[config.mk]
export PLATFORM = sky130hd
export DESIGN_NAME = rc_pulse_capture_glitch_reject_core_flat
export DESIGN_NICKNAME = d
export VERILOG_FILES = /design/src/rtl/rcpc_pkg.sv /design/src/rtl/rcpc_ifs.sv /design/src/rtl/rcpc_csr.sv /design/src/rtl/rcpc_width.sv /design/src/rtl/rcpc_mode.sv /design/src/rtl/rc_pulse_capture_glitch_reject_core.sv /design/src/flat_wrapper.sv
export SDC_FILE = /design/constraint.sdc
export NUM_CORES = 1
export LEC_CHECK = 0
export BUFFER_PORTS_ARGS = -buffer_cell sky130_fd_sc_hd__buf_4
export CAP_MARGIN = 40
export CORE_MARGIN = 2
export CORE_UTILIZATION = 35
export CTS_CLUSTER_SIZE = 24
export DETAILED_ROUTE_END_ITERATION = 10
export SYNTH_ARGS = -nofsm -noshare
export SYNTH_HDL_FRONTEND = slang
export SYNTH_SLANG_ARGS = --single-unit
[constraint.sdc]
create_clock -name clock -period 16.4 [get_ports clock]
set_input_delay 3.28 -clock clock [delete_from_list [all_inputs] [get_ports clock]]
set_output_delay 3.28 -clock clock [all_outputs]
set_load 0.005 [all_outputs]
[src/rtl/rcpc_pkg.sv]
// package: field widths, reset values, codes and shared structs of the capture core
package rcpc_pkg;

   localparam int COUNT_W    = 16;
   localparam int CHAN_W     = 2;
   localparam int HOLD_W     = 5;
   localparam int WRAP_W     = 17;
   localparam int CSR_IDX_W  = 2;
   localparam int CSR_DATA_W = 17;

   localparam logic [COUNT_W-1:0] JUMP_LIMIT_RESET    = 16'd800;
   localparam logic [COUNT_W-1:0] ARM_THRESHOLD_RESET = 16'd4200;
   localparam logic [HOLD_W-1:0]  HOLD_TICKS_RESET    = 5'd20;
   localparam logic [WRAP_W-1:0]  WRAP_ADD_RESET      = 17'd65535;
   localparam logic [COUNT_W-1:0] WIDTH_RESET         = 16'd3500;
   localparam logic [HOLD_W-1:0]  HOLD_MAX            = 5'd31;
   localparam logic [CHAN_W-1:0]  ARM_CHANNEL         = 2'd1;

   typedef enum logic {
      OP_CAPTURE = 1'b0,
      OP_TICK    = 1'b1
   } op_type;

   typedef enum logic [CSR_IDX_W-1:0] {
      CSR_JUMP_LIMIT    = 2'd0,
      CSR_ARM_THRESHOLD = 2'd1,
      CSR_HOLD_TICKS    = 2'd2,
      CSR_WRAP_ADD      = 2'd3
   } csr_index_type;

   typedef struct packed {
      logic [COUNT_W-1:0] jump_limit;
      logic [COUNT_W-1:0] arm_threshold;
      logic [HOLD_W-1:0]  hold_ticks;
      logic [WRAP_W-1:0]  wrap_add;
   } cfg_type;

   typedef struct packed {
      logic               valid;
      logic [CHAN_W-1:0]  channel;
      logic [COUNT_W-1:0] width;
   } width_evt_type;

endpackage

[src/rtl/rcpc_ifs.sv]
// handshake interfaces for the request, response and register-write channels

interface rcpc_req_if;
   logic                             valid;
   logic                             ready;
   logic                             op;
   logic [rcpc_pkg::CHAN_W-1:0]      channel;
   logic [rcpc_pkg::COUNT_W-1:0]     capture_count;

   modport source (output valid, output op, output channel, output capture_count,
                   input ready);
   modport sink   (input valid, input op, input channel, input capture_count,
                   output ready);
endinterface

interface rcpc_rsp_if;
   logic                             valid;
   logic                             ready;
   logic                             width_valid;
   logic [rcpc_pkg::CHAN_W-1:0]      width_channel;
   logic [rcpc_pkg::COUNT_W-1:0]     pulse_width;
   logic                             remote_mode;
   logic                             mode_entered;

   modport source (output valid, output width_valid, output width_channel,
                   output pulse_width, output remote_mode, output mode_entered,
                   input ready);
   modport sink   (input valid, input width_valid, input width_channel,
                   input pulse_width, input remote_mode, input mode_entered,
                   output ready);
endinterface

interface rcpc_csr_if;
   logic                              valid;
   logic                              ready;
   logic [rcpc_pkg::CSR_IDX_W-1:0]    index;
   logic [rcpc_pkg::CSR_DATA_W-1:0]   wdata;

   modport source (output valid, output index, output wdata, input ready);
   modport sink   (input valid, input index, input wdata, output ready);
endinterface

[src/rtl/rcpc_csr.sv]
// configuration register file: write decode and reset values
module rcpc_csr (
   input  logic                clock,
   input  logic                reset,
   rcpc_csr_if.sink            csr_chan,
   output rcpc_pkg::cfg_type   cfg
);

   rcpc_pkg::cfg_type cfg_ff, cfg_in;

   assign csr_chan.ready = 1'b1;
   assign cfg            = cfg_ff;

   always_comb begin
      cfg_in = cfg_ff;
      if (csr_chan.valid) begin
         unique case (rcpc_pkg::csr_index_type'(csr_chan.index))
            rcpc_pkg::CSR_JUMP_LIMIT:
               cfg_in.jump_limit = csr_chan.wdata[rcpc_pkg::COUNT_W-1:0];
            rcpc_pkg::CSR_ARM_THRESHOLD:
               cfg_in.arm_threshold = csr_chan.wdata[rcpc_pkg::COUNT_W-1:0];
            rcpc_pkg::CSR_HOLD_TICKS:
               cfg_in.hold_ticks = csr_chan.wdata[rcpc_pkg::HOLD_W-1:0];
            rcpc_pkg::CSR_WRAP_ADD:
               cfg_in.wrap_add = csr_chan.wdata[rcpc_pkg::WRAP_W-1:0];
            default: cfg_in = cfg_ff;
         endcase
      end
   end

   always_ff @(posedge clock) begin
      if (reset) begin
         cfg_ff.jump_limit    <= rcpc_pkg::JUMP_LIMIT_RESET;
         cfg_ff.arm_threshold <= rcpc_pkg::ARM_THRESHOLD_RESET;
         cfg_ff.hold_ticks    <= rcpc_pkg::HOLD_TICKS_RESET;
         cfg_ff.wrap_add      <= rcpc_pkg::WRAP_ADD_RESET;
      end else begin
         cfg_ff <= cfg_in;
      end
   end

endmodule

[src/rtl/rcpc_width.sv]
// per-channel edge tracking, width measurement and glitch rejection
module rcpc_width #(
   parameter int NUM_CHANNELS = 4
) (
   input  logic                          clock,
   input  logic                          reset,
   input  logic                          capture,
   input  logic                          commit,
   input  logic [rcpc_pkg::CHAN_W-1:0]   channel,
   input  logic [rcpc_pkg::COUNT_W-1:0]  count,
   input  rcpc_pkg::cfg_type             cfg,
   output rcpc_pkg::width_evt_type       evt
);

   localparam int IDX_W = (NUM_CHANNELS > 1) ? $clog2(NUM_CHANNELS) : 1;
   localparam logic [3:0] NUM_CH = 4'(NUM_CHANNELS);
   localparam int RAW_W = rcpc_pkg::COUNT_W + 2;

   logic                         await_fall_ff [NUM_CHANNELS];
   logic [rcpc_pkg::COUNT_W-1:0] rise_ff       [NUM_CHANNELS];
   logic [rcpc_pkg::COUNT_W-1:0] last_ff       [NUM_CHANNELS];

   logic [2:0]                   chan_ext;
   logic [IDX_W-1:0]             idx;
   logic                         in_range;
   logic [rcpc_pkg::COUNT_W-1:0] rise;
   logic [rcpc_pkg::COUNT_W-1:0] last;
   logic [RAW_W-1:0]             raw;
   logic [rcpc_pkg::COUNT_W-1:0] sat;
   logic [rcpc_pkg::COUNT_W-1:0] diff;
   logic [rcpc_pkg::COUNT_W-1:0] filt;
   logic                         is_fall;

   assign chan_ext = {1'b0, channel};
   assign idx      = chan_ext[IDX_W-1:0];
   assign in_range = {1'b0, chan_ext} < NUM_CH;
   assign rise     = rise_ff[idx];
   assign last     = last_ff[idx];
   assign is_fall  = capture && in_range && await_fall_ff[idx];

   // raw width is exact, then clamped into the count range; a change beyond the jump limit keeps the last width
   always_comb begin
      raw = {2'b00, count} - {2'b00, rise};
      if (count < rise) begin
         raw = raw + {1'b0, cfg.wrap_add};
      end
      if (raw[RAW_W-1]) begin
         sat = '0;
      end else if (raw[RAW_W-2]) begin
         sat = '1;
      end else begin
         sat = raw[rcpc_pkg::COUNT_W-1:0];
      end
      diff = (sat > last) ? (sat - last) : (last - sat);
      filt = (diff > cfg.jump_limit) ? last : sat;
   end

   assign evt.valid   = is_fall;
   assign evt.channel = channel;
   assign evt.width   = is_fall ? filt : '0;

   always_ff @(posedge clock) begin
      if (reset) begin
         for (int i = 0; i < NUM_CHANNELS; i++) begin
            await_fall_ff[i] <= 1'b0;
            rise_ff[i]       <= '0;
            last_ff[i]       <= rcpc_pkg::WIDTH_RESET;
         end
      end else if (commit && capture && in_range) begin
         if (!await_fall_ff[idx]) begin
            rise_ff[idx]       <= count;
            await_fall_ff[idx] <= 1'b1;
         end else begin
            last_ff[idx]       <= filt;
            await_fall_ff[idx] <= 1'b0;
         end
      end
   end

endmodule

[src/rtl/rcpc_mode.sv]
// stick-hold detector: stick flag, hold counter and remote mode
module rcpc_mode (
   input  logic                     clock,
   input  logic                     reset,
   input  logic                     commit,
   input  logic                     tick,
   input  rcpc_pkg::width_evt_type  evt,
   input  rcpc_pkg::cfg_type        cfg,
   output logic                     remote_next,
   output logic                     entered
);

   logic                        stick_ff;
   logic [rcpc_pkg::HOLD_W-1:0] hold_ff;
   logic                        remote_ff;
   logic [rcpc_pkg::HOLD_W-1:0] hold_in;
   logic                        arm_hit;

   always_comb begin
      if (stick_ff) begin
         hold_in = (hold_ff < rcpc_pkg::HOLD_MAX) ? hold_ff + 5'd1 : hold_ff;
      end else begin
         hold_in = '0;
      end
   end

   assign entered     = tick && !remote_ff && (hold_in > cfg.hold_ticks);
   assign remote_next = remote_ff || entered;
   assign arm_hit     = evt.valid && (evt.channel == rcpc_pkg::ARM_CHANNEL)
                        && (evt.width > cfg.arm_threshold);

   always_ff @(posedge clock) begin
      if (reset) begin
         stick_ff  <= 1'b0;
         hold_ff   <= '0;
         remote_ff <= 1'b0;
      end else if (commit) begin
         if (tick) begin
            if (!remote_ff) begin
               hold_ff <= hold_in;
            end
            remote_ff <= remote_next;
            stick_ff  <= 1'b0;
         end else if (arm_hit) begin
            stick_ff <= 1'b1;
         end
      end
   end

endmodule

[src/rtl/rc_pulse_capture_glitch_reject_core.sv]
// top level of the rc pulse-width capture core with glitch rejection
//
// channels
//   req_chan  : capture requests (op capture: channel + timer count) and mode-check ticks
//   rsp_chan  : exactly one response per request, in request order
//   csr_chan  : register writes (jump limit, arm threshold, hold ticks, wrap add),
//               always ready, only to be written while no request is in flight
// timing
//   a request waits in the input register until the output register is free, then
//   its response is loaded into the output register and rsp valid rises
//   one request per cycle sustained while rsp_ready stays high; each request only reads
//   and updates the per-channel and mode state in one pass, and the next one sees the result
// reset
//   synchronous, active high: both stages empty, channels wait for a rising edge,
//   last widths back to 3500, stick flag, hold count and remote mode cleared,
//   registers to their defaults
// back-pressure
//   with rsp_ready low the output register holds; the input register still
//   takes one more request, after which req_ready drops until the response moves
module rc_pulse_capture_glitch_reject_core #(
   parameter int NUM_CHANNELS = 4
) (
   input  logic        clock,
   input  logic        reset,
   rcpc_req_if.sink    req_chan,
   rcpc_rsp_if.source  rsp_chan,
   rcpc_csr_if.sink    csr_chan
);

   rcpc_pkg::cfg_type        cfg;
   rcpc_pkg::width_evt_type  evt;

   // input register stage
   logic                          in_valid_ff;
   logic                          in_op_ff;
   logic [rcpc_pkg::CHAN_W-1:0]   in_chan_ff;
   logic [rcpc_pkg::COUNT_W-1:0]  in_count_ff;

   // output register stage
   logic                          out_valid_ff;
   logic                          out_width_valid_ff;
   logic [rcpc_pkg::CHAN_W-1:0]   out_chan_ff;
   logic [rcpc_pkg::COUNT_W-1:0]  out_width_ff;
   logic                          out_remote_ff;
   logic                          out_entered_ff;

   logic advance;
   logic is_tick;
   logic is_capture;
   logic remote_next;
   logic entered;

   // the request in the input register retires when the output slot is free
   assign advance    = in_valid_ff && (!out_valid_ff || rsp_chan.ready);
   assign req_chan.ready = !in_valid_ff || advance;
   assign is_tick    = in_valid_ff && (in_op_ff == rcpc_pkg::OP_TICK);
   assign is_capture = in_valid_ff && (in_op_ff == rcpc_pkg::OP_CAPTURE);

   rcpc_csr u_csr (
      .clock    (clock),
      .reset    (reset),
      .csr_chan (csr_chan),
      .cfg      (cfg)
   );

   rcpc_width #(
      .NUM_CHANNELS (NUM_CHANNELS)
   ) u_width (
      .clock   (clock),
      .reset   (reset),
      .capture (is_capture),
      .commit  (advance),
      .channel (in_chan_ff),
      .count   (in_count_ff),
      .cfg     (cfg),
      .evt     (evt)
   );

   rcpc_mode u_mode (
      .clock       (clock),
      .reset       (reset),
      .commit      (advance),
      .tick        (is_tick),
      .evt         (evt),
      .cfg         (cfg),
      .remote_next (remote_next),
      .entered     (entered)
   );

   // input register: control reset, payload free-running on load
   always_ff @(posedge clock) begin
      if (reset) begin
         in_valid_ff <= 1'b0;
      end else if (req_chan.ready) begin
         in_valid_ff <= req_chan.valid;
      end
   end

   always_ff @(posedge clock) begin
      if (req_chan.ready && req_chan.valid) begin
         in_op_ff    <= req_chan.op;
         in_chan_ff  <= req_chan.channel;
         in_count_ff <= req_chan.capture_count;
      end
   end

   // output register
   always_ff @(posedge clock) begin
      if (reset) begin
         out_valid_ff <= 1'b0;
      end else if (advance) begin
         out_valid_ff <= 1'b1;
      end else if (rsp_chan.ready) begin
         out_valid_ff <= 1'b0;
      end
   end

   always_ff @(posedge clock) begin
      if (advance) begin
         out_width_valid_ff <= evt.valid;
         // tick responses report channel zero
         out_chan_ff        <= is_tick ? '0 : in_chan_ff;
         out_width_ff       <= evt.width;
         out_remote_ff      <= remote_next;
         out_entered_ff     <= entered;
      end
   end

   assign rsp_chan.valid         = out_valid_ff;
   assign rsp_chan.width_valid   = out_width_valid_ff;
   assign rsp_chan.width_channel = out_chan_ff;
   assign rsp_chan.pulse_width   = out_width_ff;
   assign rsp_chan.remote_mode   = out_remote_ff;
   assign rsp_chan.mode_entered  = out_entered_ff;

endmodule

[src/flat_wrapper.sv]
// flat-port wrapper written by rule: the top's interface ports become plain ports
module rc_pulse_capture_glitch_reject_core_flat 
#(
   parameter int NUM_CHANNELS = 4
)
  (clock, reset, req_chan_valid, req_chan_op, req_chan_channel, req_chan_capture_count, req_chan_ready, rsp_chan_valid, rsp_chan_width_valid, rsp_chan_width_channel, rsp_chan_pulse_width, rsp_chan_remote_mode, rsp_chan_mode_entered, rsp_chan_ready, csr_chan_valid, csr_chan_index, csr_chan_wdata, csr_chan_ready);
  rcpc_req_if req_chan_i ();
  rcpc_rsp_if rsp_chan_i ();
  rcpc_csr_if csr_chan_i ();
  input  logic clock;
  input  logic reset;
  input wire logic [$bits(req_chan_i.valid)-1:0] req_chan_valid;
  input wire logic [$bits(req_chan_i.op)-1:0] req_chan_op;
  input wire logic [$bits(req_chan_i.channel)-1:0] req_chan_channel;
  input wire logic [$bits(req_chan_i.capture_count)-1:0] req_chan_capture_count;
  output wire logic [$bits(req_chan_i.ready)-1:0] req_chan_ready;
  output wire logic [$bits(rsp_chan_i.valid)-1:0] rsp_chan_valid;
  output wire logic [$bits(rsp_chan_i.width_valid)-1:0] rsp_chan_width_valid;
  output wire logic [$bits(rsp_chan_i.width_channel)-1:0] rsp_chan_width_channel;
  output wire logic [$bits(rsp_chan_i.pulse_width)-1:0] rsp_chan_pulse_width;
  output wire logic [$bits(rsp_chan_i.remote_mode)-1:0] rsp_chan_remote_mode;
  output wire logic [$bits(rsp_chan_i.mode_entered)-1:0] rsp_chan_mode_entered;
  input wire logic [$bits(rsp_chan_i.ready)-1:0] rsp_chan_ready;
  input wire logic [$bits(csr_chan_i.valid)-1:0] csr_chan_valid;
  input wire logic [$bits(csr_chan_i.index)-1:0] csr_chan_index;
  input wire logic [$bits(csr_chan_i.wdata)-1:0] csr_chan_wdata;
  output wire logic [$bits(csr_chan_i.ready)-1:0] csr_chan_ready;
  assign req_chan_i.valid = req_chan_valid;
  assign req_chan_i.op = req_chan_op;
  assign req_chan_i.channel = req_chan_channel;
  assign req_chan_i.capture_count = req_chan_capture_count;
  assign req_chan_ready = req_chan_i.ready;
  assign rsp_chan_valid = rsp_chan_i.valid;
  assign rsp_chan_width_valid = rsp_chan_i.width_valid;
  assign rsp_chan_width_channel = rsp_chan_i.width_channel;
  assign rsp_chan_pulse_width = rsp_chan_i.pulse_width;
  assign rsp_chan_remote_mode = rsp_chan_i.remote_mode;
  assign rsp_chan_mode_entered = rsp_chan_i.mode_entered;
  assign rsp_chan_i.ready = rsp_chan_ready;
  assign csr_chan_i.valid = csr_chan_valid;
  assign csr_chan_i.index = csr_chan_index;
  assign csr_chan_i.wdata = csr_chan_wdata;
  assign csr_chan_ready = csr_chan_i.ready;
  rc_pulse_capture_glitch_reject_core #(.NUM_CHANNELS(NUM_CHANNELS)) u_core (.clock(clock), .reset(reset), .req_chan(req_chan_i), .rsp_chan(rsp_chan_i), .csr_chan(csr_chan_i));
endmodule
==> flow_summary.json, run 1 <==
{
  "ioPinCount": 67,
  "synthFlopType": "edfxtp_1",
  "grt.total_usage_pct": 18.6,
  "synth_seq_area_share_pct": 45.4,
  "critPathSlowestCell": "nand2_1",
  "leakage_uw": 0.00651,
  "slew_viol_final": 0,
  "hold_violations": 0,
  "synth.area.top_cells": "edfxtp_1 36%, dfxtp_1 9.1%, ha_1 8.9%, mux4_2 5.1%, nand2_1 4.5%",
  "detailed_place_hpwl_mm": 28.8,
  "syn2layout_area_growth_pct": 12.6,
  "totalWireLength_mm": 38.9,
  "reg2reg_depth": 55,
  "arrival_ns": 13.48,
  "gp_congestion": 0.946,
  "end_kind": "flip-flop",
  "p_per_area_nw_per_um2": 165,
  "min_period_ns": 13.08,
  "holdBufCountCts": 0,
  "netlist_instances": 1413,
  "diodes": 0,
  "clk_latency_ns": 0.56,
  "status": "finished clean",
  "fillerInstances": 3956,
  "cts_setup_buffers": 0,
  "clkSlewWorstSetupHoldPaths_ns": 0.06,
  "die_h_um": 206,
  "hold_path_depth": 2,
  "grt_pass1_wl_mm": 60.3,
  "synth.net_count": 1561,
  "gr-usage-met3_pct": 3.47,
  "die_w_um": 206,
  "cts-root-buf": "clkbuf_16",
  "critPathLaunchType": "flip-flop",
  "first_pass_iters": 6,
  "critical_path_class": "reg2reg",
  "fin_crit_sh_pct": 79.7,
  "maxSlewHeadroom_pct": 41.0,
  "use_met1_pct": 24.4,
  "cts_made_buffers": 27,
  "finalSetupViolCount": 0,
  "core-area_um2": 40000,
  "row_count": 73,
  "port_buffers": 65,
  "final_util_pct": 40.1,
  "grt_util_met2_pct": 31.5,
  "synth_top_area_share_pct": 36.2,
  "holdCritPathClass": "reg2reg",
  "overflow": 0,
  "cts_num_sinks": 237,
  "clockBufferDepth": 3,
  "synth_top_area_cell": "edfxtp_1",
  "drc": 0,
  "vias_per_cell": 5.36,
  "yosysWarnings": 0,
  "worstPathRequired_ns": 16.80,
  "grt-busiest-layer": "met2",
  "grt_antenna_before_repair": 0,
  "synthArstFlopShare_pct": 0,
  "grt_pass1_vias": 10500,
  "synth_area_um2": 14300,
  "die_area_um2": 42400,
  "ir_drop_mv": 0.121,
  "syn_area_per_cell_um2": 10.1,
  "num_vias": 10700,
  "clock-skew-final_ns": 0.0192,
  "ant_nets": 0,
  "initial_core_util_pct": 35.6,
  "synthDistinctLibCells": 74,
  "fin_tns_setup_ns": 0,
  "grt_max_degree": 79,
  "cts-resized-gates": 0,
  "wire_per_inst_um": 19.4,
  "dr.first_iter.drc_count": 854,
  "grt_setup_unrepaired": "no",
  "tightestPinTransition_ns": 0.860,
  "h-tree-depth": 1,
  "worst-path-max-fanout": 33,
  "max_stage_delay_ns": 0.60,
  "drive_gt1_share_pct": 13.1,
  "cts_tree": "done",
  "drv_cap": 0,
  "ys_ff_latch": 237,
  "nNetsFinal": 1609,
  "fmax_mhz": 76.5,
  "synth_edf_count": 172
}
-- cell families (layout without fill, tap and decap cells) --
kind of cell	count (synthesis)	after routing	synth area share, %
flops	237	237	45.4
other cells	1	1	0.0263
simple gates	500	500	17.0
mux	61	61	7.27
compound gates	297	297	13.4
buf+inv	173	240	5.06
xor+xnor	38	38	2.39
fa+ha+maj	106	106	9.50
-- critical path, delay by kind of cell, from the launching register on --
| kind | cells | cell delay (ns) |
|---|---|---|
| buf+inv | 4 | 0.92 |
| xor+xnor | 2 | 0.32 |
| mux | 2 | 1.11 |
| simple gates | 11 | 2.32 |
| fa+ha+maj | 5 | 1.60 |
| compound gates | 31 | 6.35 |
| flops | 1 | 0.31 |
-- worst paths after layout --
check,startpoint,to,slack [ns]
max,flip-flop,u_core.u_mode.stick_ff,3.32
min,u_core.u_csr.cfg[26],u_core.u_csr.cfg[26],0.46
max reg2reg,flip-flop,u_core.u_mode.stick_ff,3.32
min reg2reg,u_core.u_csr.cfg[26],u_core.u_csr.cfg[26],0.46
-- cells in the mapped netlist, types with 28 or more instances --
cell type and count:
and2_1 28, mux4_2 32, a21oi_1 113, o21ai_0 46
clkbuf_1 52, ha_1 101, dfxtp_1 65, nor2_1 111
nand2_1 172, inv_1 108, edfxtp_1 172, a21o_1 30
and3_1 58
-- routing by layer --
layer	vias to the layer above	wire, um
li1	5168	-
met1	5218	16800
met2	304	18800
met3	53	2390
met4	0	1020
met5	-	0
-- where the power goes --
group / internal, uW / leakage (uW) / switching [uW]
logic: 528 / 0.00394 / 884
clock network: 301 / 0.000384 / 249
registers: 668 / 0.00219 / 12.2
total: 1500 / 0.00651 / 1150
-- area by class of cell --
class | count | area (um^2) | area share, %
multi-input cells | 1003 | 7080 | 44.1
flip-flops and latches | 237 | 6470 | 40.3
clock buffers | 30 | 687 | 4.28
well taps | 525 | 657 | 4.09
repair buffers | 84 | 654 | 4.08
inverters | 108 | 405 | 2.53
clock inverters | 18 | 100 | 0.624
-- placed cells by master, fill, tap and decap left out, drive strengths merged, types with 33 or more instances in the layout --
cell and instances:
nand2 172, edfxtp 172, a21oi 113, nor2 112, inv 112, ha 101
buf 84, dfxtp 65, and3 58, o21ai 48, mux4 33
-- flip-flops by register name, indices dropped and copies added (netlist names), 2 cells and up, named ones only --
| signal | count |
|---|---|
| u_core.rsp_chan.width_channel | 2 |
| u_core.u_width.last_ff | 64 |
| u_core.in_chan_ff | 2 |
| u_core.u_csr.cfg | 54 |
| u_core.u_mode.hold_ff | 5 |
| u_core.rsp_chan.pulse_width | 16 |
| u_core.in_count_ff | 16 |
| u_core.u_width.rise_ff | 64 |
| u_core.u_width.await_fall_ff | 4 |
-- metrics by stage --
stage / cells / power, uW / hold slack, ns / setup WS (ns) / cell area [um^2]
6_report: 2005 / 2640 / 0.457 / 3.32 / 16000
5_1_grt: 2005 / 2820 / 0.473 / 2.14 / 16000
4_1_cts: 2005 / 2640 / 0.455 / 3.33 / 16000
3_5_place_dp: 1957 / 2080 / 0.447 / 3.42 / 15300
3_3_place_gp: 1950 / 2070 / 0.444 / 3.61 / 15200
2_1_floorplan: 1413 / 1730 / 0.436 / 3.83 / 14300
Power figures use the tool's default switching activity.
==> run 2, diff against run 1 <==
clock period = 11.8 ns   (was 16.4 ns; I/O delays follow)
==> run 2 against run 1 <==
Sequential power is 39% higher. Flip-flop and latch count is the same. Critical path type unchanged. Register-to-register slack worse by 2.7 ns. Sequential share of layout area is 0.98 points lower. Routed wire length up 2.7%. Combinational power rose by 50%. Global-route usage rose by 0.46 points. Maximum frequency up 17%.
==> flow_summary.json, run 2 (same netlist as run 1, synthesis figures left out) <==
{
  "die_area_um2": 42400,
  "clockBufferDepth": 3,
  "worstPathRequired_ns": 12.21,
  "drc": 0,
  "cts-root-buf": "clkbuf_16",
  "ant_nets": 0,
  "die_w_um": 206,
  "hold_violations": 0,
  "wire_per_inst_um": 19.6,
  "core-area_um2": 40000,
  "min_period_ns": 11.21,
  "critPathLaunchType": "flip-flop",
  "first_pass_iters": 5,
  "end_kind": "flip-flop",
  "initial_core_util_pct": 35.6,
  "ir_drop_mv": 0.230,
  "dpl_cell_area_um2": 15400,
  "cts_made_buffers": 27,
  "max_stage_delay_ns": 0.51,
  "final_cell_mix": "172 x edfxtp_1, 171 x nand2_1, 111 x nor2_1, 108 x inv_1, 107 x a21oi_1",
  "final_util_pct": 41.1,
  "slew_viol_final": 0,
  "grt_pass1_vias": 10700,
  "die_h_um": 206,
  "cp_top_family": "compound AO/OA/AOI/OAI gates",
  "nNetsFinal": 1638,
  "final_common_cell": "edfxtp_1",
  "cts_tree": "done",
  "clock-skew-final_ns": 0.0144,
  "grt_max_degree": 79,
  "grt.total_usage_pct": 19.1,
  "critical_path_class": "reg2reg",
  "num_vias": 10700,
  "vias_per_cell": 5.28,
  "holdCritPathClass": "reg2reg",
  "diodes": 0,
  "grt_pass1_wl_mm": 61.7,
  "detailed_place_hpwl_mm": 29.9,
  "holdWs_ns": 0.454,
  "critPathSlowestCell": "mux4_2",
  "dp_cells": 1980,
  "row_count": 73,
  "fin_crit_sh_pct": 95.0,
  "cts_num_sinks": 237,
  "syn2layout_area_growth_pct": 15.4,
  "cp_common_cell": "o21a_1",
  "dr.first_iter.drc_count": 669,
  "gp_congestion": 0.916,
  "final_cell_area_um2": 16400,
  "fin_tns_setup_ns": 0,
  "leakage_uw": 0.00669,
  "overflow": 0,
  "fmax_mhz": 89.2,
  "grt_antenna_before_repair": 1,
  "tightestPinTransition_ns": 0.836,
  "drive_gt1_share_pct": 16.1,
  "p_per_area_nw_per_um2": 236,
  "status": "finished clean",
  "stdcell_count": 2036,
  "drv_cap": 0,
  "clk_latency_ns": 0.56,
  "ioPinCount": 67,
  "clkSlewWorstSetupHoldPaths_ns": 0.06,
  "h-tree-depth": 1,
  "arrival_ns": 11.62,
  "worst-path-max-fanout": 12,
  "r2r_slack_ns": 0.59,
  "crit_buf_inv": 6,
  "maxSlewHeadroom_pct": 44.2,
  "totalWireLength_mm": 40.0,
  "finalSetupViolCount": 0,
  "port_buffers": 65
}
-- run 2: final cells by class --
class / count / area, um^2
repair buffers: 113 / 890
well taps: 525 / 657
clock inverters: 15 / 139
multi-input cells: 1003 / 7160
clock buffers: 35 / 726
fillers: 3900 / 23600
inverters: 108 / 405
flip-flops and latches: 237 / 6470
-- run 2: what timing repair did --
action / 4_1_cts / 5_1_grt
gates resized for setup: 0 / 23
hold buffers: 0 / 0
buffers inserted: 0 / 5
endpoints found under the setup margin: 0 / 1
-- run 2: stage by stage --
stage / total power (uW) / worst slack, ns
3_3_place_gp: 2990 / 0.316
4_1_cts: 3840 / 0.0680
2_1_floorplan: 2400 / 0.0680
6_report: 3880 / 0.591
3_5_place_dp: 3000 / 0.139
5_1_grt: 4150 / -0.0339
-- run 2: worst min-delay path, delay by kind of cell, from the launching register on --
kind	cells	cell delay, ns
AOI/OAI and AO/OA	1	0.05
and+or+nand+nor	1	0.05
DFF	1	0.31
-- run 2: power breakdown --
group	switching (uW)	leakage (uW)	total, uW	internal [uW]
clock	347	0.000409	825	478
sequential	18.4	0.00219	947	928
combinational	1230	0.00409	2110	872
total	1600	0.00669	3880	2280
-- run 2: final timing paths --
kind,start,end,cells after the start
worst min-delay path,u_core.u_csr.cfg[42],u_core.u_csr.cfg[42],2
worst max-delay path,flip-flop,u_core.u_mode.stick_ff,55
worst min register to register,u_core.u_csr.cfg[42],u_core.u_csr.cfg[42],2
worst max register to register,flip-flop,u_core.u_mode.stick_ff,55
-- run 2: per-layer routing --
| metal | global-route usage (%) | share of wire [%] | up-vias |
|---|---|---|---|
| met5 | 0 | 0 | - |
| met1 | 24.5 | 43 | 5172 |
| met4 | 5.41 | 3.1 | 0 |
| met2 | 32.3 | 48 | 293 |
| li1 | - | - | 5220 |
| met3 | 4.15 | 6.7 | 59 |
==> run 3, diff against run 2 <==
REMOVE_ABC_BUFFERS = 1   (was unset)
==> run 3 against run 2 <==
Sequential share of layout area shrank 0.45 points. Clock skew increased by 0.0097 ns. Count of clock-buffer cells in the layout down 1. Final area grew 1.2%.
==> flow_summary.json, run 3 (same netlist as run 1, synthesis figures left out) <==
{
  "status": "finished clean",
  "totalWireLength_mm": 40.3,
  "h-tree-depth": 1,
  "die_area_um2": 42400,
  "dp_cells": 1990,
  "stdcell_count": 2042,
  "ir_drop_mv": 0.204,
  "cts_made_buffers": 27,
  "end_kind": "flip-flop",
  "grt_antenna_before_repair": 0,
  "grt.total_usage_pct": 19.2,
  "num_vias": 10900,
  "syn2layout_area_growth_pct": 16.8,
  "total_power_uw": 4100,
  "maxSlewHeadroom_pct": 40.9,
  "holdBufCountCts": 0,
  "clockBufferDepth": 3,
  "holdCritPathClass": "reg2reg",
  "row_count": 73,
  "critPathLaunchType": "flip-flop",
  "r2r_slack_ns": 0.75,
  "overflow": 0,
  "grt_pass1_wl_mm": 62.5,
  "ant_nets": 0,
  "diodes": 0,
  "clk_latency_ns": 0.56,
  "drc": 0,
  "drive_gt1_share_pct": 17.0,
  "cts-root-buf": "clkbuf_16",
  "detailed_place_hpwl_mm": 30.5,
  "hold_violations": 0,
  "worstPathRequired_ns": 12.19,
  "finalSetupViolCount": 0,
  "core-area_um2": 40000,
  "arrival_ns": 11.44,
  "nNetsFinal": 1644,
  "cp_common_cell": "a21o_1",
  "leakage_uw": 0.00679,
  "die_h_um": 206,
  "initial_core_util_pct": 35.6,
  "cts_num_sinks": 237,
  "die_w_um": 206,
  "first_pass_iters": 5,
  "grt_pass1_vias": 10800,
  "reg2reg_depth": 53,
  "final_cell_mix": "172 x edfxtp_1, 171 x nand2_1, 111 x nor2_1, 110 x buf_4, 108 x inv_1",
  "critical_path_class": "reg2reg",
  "worst-path-max-fanout": 7,
  "tightestPinTransition_ns": 0.879,
  "hold_start": "u_core.u_csr.cfg[35]",
  "final_common_cell": "edfxtp_1",
  "grt_max_degree": 79,
  "dr.first_iter.drc_count": 691,
  "fin_crit_sh_pct": 93.7,
  "min_period_ns": 11.05,
  "max_stage_delay_ns": 0.52,
  "fmax_mhz": 90.5,
  "r2r-end": "u_core.u_mode.stick_ff",
  "ioPinCount": 67,
  "drv_cap": 0,
  "gp_congestion": 0.977,
  "hold_path_depth": 2,
  "cts_tree": "done",
  "critPathSlowestCell": "mux4_2",
  "final_cell_area_um2": 16600,
  "clock-skew-final_ns": 0.0242,
  "clkSlewWorstSetupHoldPaths_ns": 0.06,
  "slew_viol_final": 0,
  "p_per_area_nw_per_um2": 246,
  "dpl_cell_area_um2": 15500,
  "min_to": "u_core.u_csr.cfg[35]",
  "vias_per_cell": 5.35,
  "port_buffers": 65,
  "wire_per_inst_um": 19.7
}
## run 3: cell count changes in the layout (fill, tap and decap cells not counted), sizes merged
| cell | delta |
|---|---|
| clkinvlp | -4 |
| inv | +4 |
| clkbuf | -1 |
| bufinv | +2 |
| buf | +6 |
| clkinv | -1 |
## run 3: worst max-delay path by stage
stage | start | end | slack, ns
after global routing | flip-flop | u_core.u_mode.stick_ff | -0.0005
after global placement | flip-flop | u_core.u_mode.stick_ff | 0.37
after CTS | flip-flop | u_core.u_mode.stick_ff | 0.05
after detailed placement | flip-flop | u_core.u_mode.stick_ff | 0.1
final | flip-flop | u_core.u_mode.stick_ff | 0.75
after floorplan | flip-flop | u_core.u_mode.stick_ff | -0.75
## run 3: worst max-delay path: cells and delay by family, from the launching register on
family          cells  cell delay (ns)
fa+ha+maj           5             1.53
flops               1             0.42
compound gates     28             5.14
simple gates       11             1.79
buf+inv             6             0.87
xor+xnor            1             0.22
mux                 2             0.91
## run 3: layer usage
metal  up-vias  global-route usage, %  part of all wire, %
met5         -                      0                    0
met4         0                   5.99                  3.1
met3        69                   2.69                  5.0
met2       292                   32.2                   48
met1      5325                   25.7                   44
li1       5232                      -                    -
## run 3: area by class of cell
class	count	area, um^2
clock buffers	34	753
clock inverters	16	194
fillers	3889	23400
inverters	108	405
multi-input cells	1003	7220
flip-flops and latches	237	6470
well taps	525	657
repair buffers	119	945
## run 3: through the flow
stage | util, % | TNS [ns] | hold WS (ns) | setup slack (ns)
after floorplan | - | -0.747 | 0.430 | -0.747
after global placement | 38.6 | 0 | 0.442 | 0.366
after detailed placement | 38.8 | 0 | 0.447 | 0.0995
after CTS | 41.1 | 0 | 0.455 | 0.0524
after global routing | 41.6 | -0.000469 | 0.469 | -0.000469
final | 41.6 | 0 | 0.453 | 0.745
## run 3: repair_timing
item / in CTS / in global routing
buffers inserted: 0 / 2
endpoints found under the setup margin: 0 / 1
gates resized for setup: 0 / 40
## run 3: where the power goes
part | leakage [uW] | internal, uW | switching, uW
sequential | 0.00219 | 928 | 17.3
combinational | 0.00413 | 941 | 1320
clock | 0.000466 | 542 | 352
total | 0.00679 | 2410 | 1690
